File: config.mk
export PLATFORM = sky130hd
export DESIGN_NAME = detector_raw_byte_deframer_unit
export DESIGN_NICKNAME = d
export VERILOG_FILES = /design/src/rtl/dbd_pkg.sv /design/src/rtl/detector_raw_byte_deframer_unit.sv /design/src/rtl/dbd_parser.sv
export SDC_FILE = /design/constraint.sdc
export NUM_CORES = 1
export LEC_CHECK = 0
export BUFFER_PORTS_ARGS = -buffer_cell sky130_fd_sc_hd__buf_2
export CAP_MARGIN = 20
export CORE_ASPECT_RATIO = 1.1
export CORE_MARGIN = 3
export CORE_UTILIZATION = 55
export DETAILED_ROUTE_END_ITERATION = 8
export PLACE_DENSITY = 0.86
export SLEW_MARGIN = 10
export SYNTH_ARGS = -nofsm -noshare
export SYNTH_HDL_FRONTEND = slang
export SYNTH_SLANG_ARGS = --single-unit
File: constraint.sdc
create_clock -name clock -period 5.7 [get_ports clock]
set_input_delay 1.14 -clock clock [delete_from_list [all_inputs] [get_ports clock]]
set_output_delay 1.14 -clock clock [all_outputs]
set_load 0.01 [all_outputs]
File: src/rtl/dbd_pkg.sv
// Package for the detector raw byte deframer: parser state codes, marker
// bytes and the result type.
// No dependencies.
`default_nettype none

package dbd_pkg;

   typedef logic [6:0] state_type;

   // Parser state codes
   localparam state_type ST_READY      = 7'd0;
   localparam state_type ST_ERROR      = 7'd1;
   localparam state_type ST_PRE0       = 7'd2;
   localparam state_type ST_PRE1       = 7'd3;
   localparam state_type ST_HDR0       = 7'd4;
   localparam state_type ST_HDR1       = 7'd5;
   localparam state_type ST_HDR2       = 7'd6;
   localparam state_type ST_HDR3       = 7'd7;
   localparam state_type ST_HDR14      = 7'd18;
   localparam state_type ST_WORD_FIRST = 7'd19;
   localparam state_type ST_WORD_LAST  = 7'd54;
   localparam state_type ST_BYTE_FIRST = 7'd55;
   localparam state_type ST_BYTE_LAST  = 7'd66;
   localparam state_type ST_HDR63      = 7'd67;
   localparam state_type ST_FRAME0     = 7'd68;
   localparam state_type ST_FRAME2     = 7'd70;
   localparam state_type ST_FRAME3     = 7'd71;
   localparam state_type ST_FRAME6     = 7'd74;
   localparam state_type ST_FRAME7     = 7'd75;
   localparam state_type ST_HIT0       = 7'd76;
   localparam state_type ST_HIT2       = 7'd78;
   localparam state_type ST_HIT3       = 7'd79;
   localparam state_type ST_HIT4       = 7'd80;
   localparam state_type ST_HIT6       = 7'd82;
   localparam state_type ST_HIT7       = 7'd83;
   localparam state_type ST_END        = 7'd84;

   // Marker bytes
   localparam logic [7:0] MK_SYNC  = 8'hEE;
   localparam logic [7:0] MK_B1    = 8'h12;
   localparam logic [7:0] MK_B2    = 8'h34;
   localparam logic [7:0] MK_FRAME = 8'hAA;
   localparam logic [7:0] MK_END   = 8'h00;

   localparam logic [31:0] HDR_COUNT_START = 32'd16;

   typedef struct packed {
      logic [31:0] byte_count;
      logic        word_done;
      logic        error_flag;
      state_type   parser_state;
      logic [31:0] field_value;
   } result_type;

endpackage

`default_nettype wire

File: src/rtl/detector_raw_byte_deframer_unit.sv
// Top level of the detector raw byte deframer: input byte register,
// parser step and result register. Uses dbd_pkg and dbd_parser.
//
//   channel  | dir | tdata fields (low bit up)
//   req_*    | in  | data_byte[7:0]
//   rsp_*    | out | field_value[31:0] parser_state[38:32] error_flag[39]
//            |     | word_done[40] byte_count[72:41], zero [79:73]
//
// One byte per cycle sustained while the result side does not stall; a byte
// taken into the input byte register is stepped into the result register, which then offers its beat.
// The parser state, value word and byte count advance once per byte,
// combinationally between the two registers.
// Synchronous reset returns the parser to ready with zero word and count.
// A stalled result holds; a new byte is still taken while the result is
// consumed in the same cycle.
`default_nettype none

module detector_raw_byte_deframer_unit (
   input  wire logic        clock,
   input  wire logic        reset,
   input  wire logic        req_tvalid,
   output      logic        req_tready,
   input  wire logic [7:0]  req_tdata,   // data_byte
   output      logic        rsp_tvalid,
   input  wire logic        rsp_tready,
   output      logic [79:0] rsp_tdata    // field_value, parser_state, error_flag,
                                         // word_done, byte_count, zero pad
);

   logic                in_valid_ff;
   logic [7:0]          in_byte_ff;
   logic                out_valid_ff;
   dbd_pkg::result_type out_ff;
   dbd_pkg::result_type step_result;
   logic                advance;

   assign advance    = in_valid_ff && (!out_valid_ff || rsp_tready);
   assign req_tready = !in_valid_ff || advance;

   dbd_parser u_parser (
      .clock     (clock),
      .reset     (reset),
      .step      (advance),
      .data_byte (in_byte_ff),
      .result    (step_result)
   );

   always_ff @(posedge clock) begin
      if (reset) begin
         in_valid_ff <= 1'b0;
      end else if (req_tready) begin
         in_valid_ff <= req_tvalid;
      end
   end

   always_ff @(posedge clock) begin
      if (req_tready && req_tvalid) begin
         in_byte_ff <= req_tdata;
      end
   end

   always_ff @(posedge clock) begin
      if (reset) begin
         out_valid_ff <= 1'b0;
      end else if (advance) begin
         out_valid_ff <= 1'b1;
      end else if (rsp_tready) begin
         out_valid_ff <= 1'b0;
      end
   end

   always_ff @(posedge clock) begin
      if (advance) begin
         out_ff <= step_result;
      end
   end

   assign rsp_tvalid = out_valid_ff;
   assign rsp_tdata  = {7'd0, out_ff};

`ifndef SYNTHESIS
   // a held input byte must not change while the result side stalls
   assert property (@(posedge clock) disable iff (reset)
      in_valid_ff && !advance |=> in_valid_ff && $stable(in_byte_ff))
      else $error("input byte lost or changed while stalled");

   assert property (@(posedge clock) disable iff (reset)
      out_valid_ff && !rsp_tready |=> out_valid_ff && $stable(out_ff))
      else $error("result register changed while stalled");

   assert property (@(posedge clock) disable iff (reset)
      advance |=> out_valid_ff)
      else $error("parser step did not produce a result beat");

   assert property (@(posedge clock) disable iff (reset)
      out_valid_ff && out_ff.parser_state == dbd_pkg::ST_ERROR
      |-> out_ff.error_flag && !out_ff.word_done)
      else $error("error state beat with inconsistent flags");
`endif

endmodule

`default_nettype wire

File: src/rtl/dbd_parser.sv
// Byte parser of the deframer: state code, value word and byte count,
// advanced by one byte per step. Uses dbd_pkg.
`default_nettype none

module dbd_parser (
   input  wire logic               clock,
   input  wire logic               reset,
   input  wire logic               step,
   input  wire logic [7:0]         data_byte,
   output dbd_pkg::result_type     result
);

   dbd_pkg::state_type state_ff, state_in;
   logic [31:0]        acc_ff, acc_in;
   logic [31:0]        cnt_ff, cnt_in;

   logic               lane_en;
   logic               lane_start;
   logic [1:0]         lane_pos;
   logic               byte_load;
   logic               cnt_load;
   logic               add4;
   logic               done;
   logic [31:0]        lane_base;
   logic [32:0]        cnt_sum;
   dbd_pkg::state_type s_next;

   always_comb begin
      state_in   = dbd_pkg::ST_READY;
      lane_en    = 1'b0;
      lane_start = 1'b0;
      lane_pos   = 2'd0;
      byte_load  = 1'b0;
      cnt_load   = 1'b0;
      add4       = 1'b0;
      s_next     = state_ff + 7'd1;

      priority if (state_ff == dbd_pkg::ST_READY || state_ff == dbd_pkg::ST_END) begin
         state_in = (data_byte == dbd_pkg::MK_SYNC) ? dbd_pkg::ST_PRE0 : dbd_pkg::ST_READY;
      end else if (state_ff == dbd_pkg::ST_PRE0) begin
         state_in = (data_byte == dbd_pkg::MK_B1) ? dbd_pkg::ST_PRE1 : dbd_pkg::ST_READY;
      end else if (state_ff == dbd_pkg::ST_PRE1) begin
         state_in = (data_byte == dbd_pkg::MK_B2) ? dbd_pkg::ST_HDR2 : dbd_pkg::ST_ERROR;
      end else if (state_ff == dbd_pkg::ST_HDR0) begin
         state_in = (data_byte == dbd_pkg::MK_B1) ? dbd_pkg::ST_HDR1 : dbd_pkg::ST_ERROR;
      end else if (state_ff == dbd_pkg::ST_HDR1) begin
         state_in = (data_byte == dbd_pkg::MK_B2) ? dbd_pkg::ST_HDR2 : dbd_pkg::ST_ERROR;
      end else if (state_ff == dbd_pkg::ST_HDR2) begin
         state_in = (data_byte == dbd_pkg::MK_SYNC) ? dbd_pkg::ST_HDR3 : dbd_pkg::ST_ERROR;
      end else if (state_ff >= dbd_pkg::ST_HDR3 && state_ff <= dbd_pkg::ST_HDR14) begin
         byte_load = 1'b1;
         cnt_load  = (state_ff == dbd_pkg::ST_HDR14);
         state_in  = s_next;
      end else if (state_ff >= dbd_pkg::ST_WORD_FIRST && state_ff <= dbd_pkg::ST_WORD_LAST) begin
         lane_en    = 1'b1;
         lane_pos   = 2'(state_ff - dbd_pkg::ST_WORD_FIRST);
         lane_start = (lane_pos == 2'd0);
         state_in   = s_next;
      end else if (state_ff >= dbd_pkg::ST_BYTE_FIRST && state_ff <= dbd_pkg::ST_BYTE_LAST) begin
         byte_load = 1'b1;
         add4      = (2'(state_ff - dbd_pkg::ST_BYTE_FIRST) == 2'd3);
         state_in  = s_next;
      end else if (state_ff == dbd_pkg::ST_HDR63) begin
         state_in = (data_byte == dbd_pkg::MK_FRAME) ? dbd_pkg::ST_FRAME0 : dbd_pkg::ST_ERROR;
      end else if (state_ff >= dbd_pkg::ST_FRAME0 && state_ff <= dbd_pkg::ST_FRAME2) begin
         // marker byte took lane 0, so the word fills lanes 1 to 3
         lane_en    = 1'b1;
         lane_pos   = 2'(state_ff - dbd_pkg::ST_HDR63);
         lane_start = (state_ff == dbd_pkg::ST_FRAME0);
         state_in   = s_next;
      end else if (state_ff >= dbd_pkg::ST_FRAME3 && state_ff <= dbd_pkg::ST_FRAME6) begin
         lane_en    = 1'b1;
         lane_pos   = 2'(state_ff - dbd_pkg::ST_FRAME3);
         lane_start = (lane_pos == 2'd0);
         state_in   = s_next;
      end else if (state_ff == dbd_pkg::ST_FRAME7 || state_ff == dbd_pkg::ST_HIT7) begin
         byte_load = 1'b1;
         priority if (data_byte == dbd_pkg::MK_FRAME) begin
            state_in = dbd_pkg::ST_FRAME0;
         end else if (data_byte == dbd_pkg::MK_SYNC) begin
            state_in = dbd_pkg::ST_HDR0;
         end else if (data_byte == dbd_pkg::MK_END) begin
            state_in = dbd_pkg::ST_END;
         end else begin
            state_in = dbd_pkg::ST_HIT0;
         end
      end else if (state_ff >= dbd_pkg::ST_HIT0 && state_ff <= dbd_pkg::ST_HIT2) begin
         lane_en    = 1'b1;
         lane_pos   = 2'(state_ff - dbd_pkg::ST_FRAME7);
         lane_start = (state_ff == dbd_pkg::ST_HIT0);
         state_in   = s_next;
      end else if (state_ff == dbd_pkg::ST_HIT3) begin
         byte_load = 1'b1;
         state_in  = s_next;
      end else if (state_ff >= dbd_pkg::ST_HIT4 && state_ff <= dbd_pkg::ST_HIT6) begin
         lane_en    = 1'b1;
         lane_pos   = 2'(state_ff - dbd_pkg::ST_HIT3);
         lane_start = (state_ff == dbd_pkg::ST_HIT4);
         state_in   = s_next;
      end else begin
         // error and unused codes: drop the byte
         state_in = dbd_pkg::ST_READY;
      end
   end

   // Big-endian lane insert into the value word
   always_comb begin
      lane_base = lane_start ? 32'd0 : acc_ff;
      acc_in    = acc_ff;
      done      = 1'b0;
      if (byte_load) begin
         acc_in = {24'd0, data_byte};
      end else if (lane_en) begin
         unique case (lane_pos)
            2'd0: acc_in = {data_byte, lane_base[23:0]};
            2'd1: acc_in = {lane_base[31:24], data_byte, lane_base[15:0]};
            2'd2: acc_in = {lane_base[31:16], data_byte, lane_base[7:0]};
            2'd3: acc_in = {lane_base[31:8], data_byte};
            default: acc_in = acc_ff;
         endcase
         done = (lane_pos == 2'd3);
      end
   end

   // Saturating byte count
   always_comb begin
      cnt_sum = {1'b0, cnt_ff} + 33'd4;
      cnt_in  = cnt_ff;
      if (cnt_load) begin
         cnt_in = dbd_pkg::HDR_COUNT_START;
      end else if (add4 || done) begin
         cnt_in = cnt_sum[32] ? 32'hFFFF_FFFF : cnt_sum[31:0];
      end
   end

   always_ff @(posedge clock) begin
      if (reset) begin
         state_ff <= dbd_pkg::ST_READY;
         acc_ff   <= 32'd0;
         cnt_ff   <= 32'd0;
      end else if (step) begin
         state_ff <= state_in;
         acc_ff   <= acc_in;
         cnt_ff   <= cnt_in;
      end
   end

   assign result.field_value  = acc_in;
   assign result.parser_state = state_in;
   assign result.error_flag   = (state_in == dbd_pkg::ST_ERROR);
   assign result.word_done    = done;
   assign result.byte_count   = cnt_in;

endmodule

`default_nettype wire
==> results.py <==
metrics = {
    "critical_path": {
        "crit_arrival_ps": 3940,
        "cp_top_family": "simple AND/OR/NAND/NOR gates",
        "worstPathMaxFanout": 35,
        "cp_num_buf_inv": 0,
        "critPathLaunchType": "register",
        "critical-path-slowest-cell": "dfxtp_1",
        "critical_path.max_stage_delay_ps": 680,
        "cp-end-kind": "register",
        "crit_chain": "ha_1 > nand2_1 > nor4_4 > o22ai_1 > o2111ai_4 > nand2_2 > nand3_1 > mux2_2",
        "required_ps": 5870,
        "cp.depth": 8,
        "path_class": "reg2reg",
        "r2r_cells": 8,
    },
    "power": {
        "p_leak_nw": 3.211,
        "p_int_w": 0.001967,
        "power_density_nw_per_um2": 291.0,
        "swShare": 0.2322,
        "clkPwrFrac": 0.463,
        "power_frac_seq": 0.479,
        "ir_worst_vdd_mv": 0.1856,
        "p_total_w": 0.002561,
        "combPwrFrac": 0.059,
        "switchingPower_w": 0.0005946,
    },
    "cells_and_area": {
        "diodes": 0,
        "drive_gt1_frac": 0.1925,
        "final_cells": 1015,
        "fillers": 1049,
        "nets": 836,
        "final_util": 0.6553,
        "synthToLayoutAreaGrowth_pct": 14.28,
        "multi_input_comb_area_sq_um": 3492,
        "ff_latch_area_sq_um": 3894,
    },
    "sta": {
        "fin_crit_ps": 3777,
        "finalHoldViolations": 0,
        "timing.fmax_ghz": 0.2647,
        "fin_tns_setup_ps": 0,
        "fin_crit_sh": 0.6627,
        "setup_viol": 0,
        "drv_slew": 0,
        "fin_worst_skew_ps": 10.02,
        "slew_headroom": 0.3808,
        "worstMarginPinSlew_ps": 921.8,
        "rsz0062_at_grt": "no",
    },
    "routing": {
        "initialDrtViolationCount": 836,
        "drtPass1Iterations": 5,
        "drc": 0,
        "drtAntennaViolNets": 0,
        "num_vias": 6477,
        "wl_mm": 18.96,
        "via_per_inst": 6.381,
        "wl_per_cell_um": 18.68,
    },
    "logic_synthesis": {
        "avgSynthCellArea_sq_um": 10.17,
        "ys_async_sr_fraction": 0,
        "seq_area_frac_synth": 0.5055,
        "syn_area_sq_um": 7702,
        "ys.flop_type": "edfxtp_1",
        "synth-seq-cells": 154,
        "syn_inst": 757,
        "synth_cell_types": 82,
        "synth_warnings": 0,
        "synth-edff-count": 81,
    },
    "floorplan": {
        "die_h_um": 130.1,
        "dieArea_sq_um": 15460,
        "die_x_um": 118.8,
        "io_pins": 94,
        "core_sq_um": 13430,
        "initial_core_util": 0.5734,
        "num_rows": 44,
    },
    "grt": {
        "grt_pass1_vias": 5875,
        "antenna_found_initial": 0,
        "top_usage_layer": "met2",
        "gr-usage-met2": 0.3876,
        "grt_max_degree": 48,
        "met1_usage": 0.3309,
        "track_usage": 0.2458,
        "gr-total-overflow": 0,
        "grt_pass1_wl_mm": 30.50,
        "use_met3": 0.05678,
    },
    "clock_network": {
        "cts.sinks": 154,
        "cts_tree": "built",
        "clockRootBuffer": "clkbuf_16",
        "hold_buffers": 0,
        "cts-resized-gates": 0,
        "cts_buffers": 17,
        "cts.reportedPaths.clkPinSlew_ps": 60,
        "clock_latency_ps": 430,
        "cts_max_level": 4,
        "post_cts_buffers": 0,
        "ctsLongestPathBuffers": 2,
    },
    "placement": {
        "dp_hpwl_mm": 12.16,
        "dp_cells": 982,
        "place_congestion": 0.9605,
        "io_buffers": 86,
    },
    "flow_run": {
        "max-cap-violations": 0,
    },
    "hold_path": {
        "hold_path_class": "reg2reg",
        "min_path_cells": 1,
    },
    "run_status": {
        "status": "finished clean",
    },
}
-- cell usage in the layout, fill, tap and decap left out, types with 16 or more instances in the layout --
cell type  Yosys  final
buf_2         21     86
nand2_1       62     62
dfxtp_1       73     73
a22o_1        24     24
a211oi_1      20     20
a311oi_1      18     18
a22oi_1       17     17
nand3_1       22     22
and3_1        25     25
nor2_1        57     57
nor3_1        26     26
edfxtp_1      81     81
clkbuf_16      0     17
a32o_1        16     16
a21oi_1       79     79
-- synthesized netlist by cell type (20+ instances only) --
cell type / number / area share
a211oi_1: 20 / 0.019
a21oi_1: 79 / 0.051
a22o_1: 24 / 0.027
and3_1: 25 / 0.020
buf_2: 21 / 0.014
clkbuf_1: 26 / 0.013
dfxtp_1: 73 / 0.19
edfxtp_1: 81 / 0.32
nand2_1: 62 / 0.030
nand3_1: 22 / 0.014
nor2_1: 57 / 0.028
nor3_1: 26 / 0.017
-- path summary, 6_finish.rpt --
check | start | to | slack, ps
max | u_parser.state_ff[0] | rsp_tdata[69] | 1920
min | u_parser.acc_ff[8] | u_parser.acc_ff[8] | 480
max reg2reg | u_parser.state_ff[0] | rsp_tdata[69] | 1920
min reg2reg | u_parser.acc_ff[8] | u_parser.acc_ff[8] | 480
-- area by class of cell --
cell class              instances  share of cell area
flip-flops and latches        154              0.4424
multi-input cells             536              0.3967
repair buffers                 97             0.05913
clock buffers                  20             0.05188
well taps                     184             0.02615
clock inverters                12             0.01848
inverters                      12            0.005259
-- power groups by stage --
stage | Sequential (W) | Clock (W) | Combinational (W)
floorplan | 0.00125 | 0 | 0.000102
global placement | 0.00125 | 0 | 0.000148
detailed placement | 0.00125 | 0 | 0.000149
CTS | 0.00123 | 0.00119 | 0.000150
global route | 0.00123 | 0.00123 | 0.000165
finish | 0.00123 | 0.00119 | 0.000150
-- registers in the layout, indices dropped and copies added (netlist names) --
register and cells:
in_valid_ff 1, u_parser.state_ff 7, in_byte_ff 8, rsp_tvalid 1, u_parser.cnt_ff 32, rsp_tdata 73
u_parser.acc_ff 32
-- through the flow --
step,worst slack (ps),hold WS [ps],area [sq um]
6_report,1923,478.0,8802
4_1_cts,1939,476.5,8787
2_1_floorplan,1364,437.5,7725
3_5_place_dp,1939,459.1,8168
5_1_grt,1614,484.7,8802
3_3_place_gp,1980,453.0,8168
-- cell families after synthesis --
kind of cell               synth area share
and+or+nand+nor                      0.1821
AOI/OAI and AO/OA                    0.2446
DFF                                  0.5055
buffers and inverters               0.04532
xor gates and xnor gates           0.007960
adders and majority gates          0.009746
muxes                              0.004223
other                             0.0004869
-- layer usage --
layer,vias up,wire [um],share of wire
li1,3039,-,-
met1,3023,8007,0.42
met2,366,8754,0.46
met3,49,1683,0.089
met4,0,515,0.027
met5,-,0,0
(Power assumes the default switching activity.)
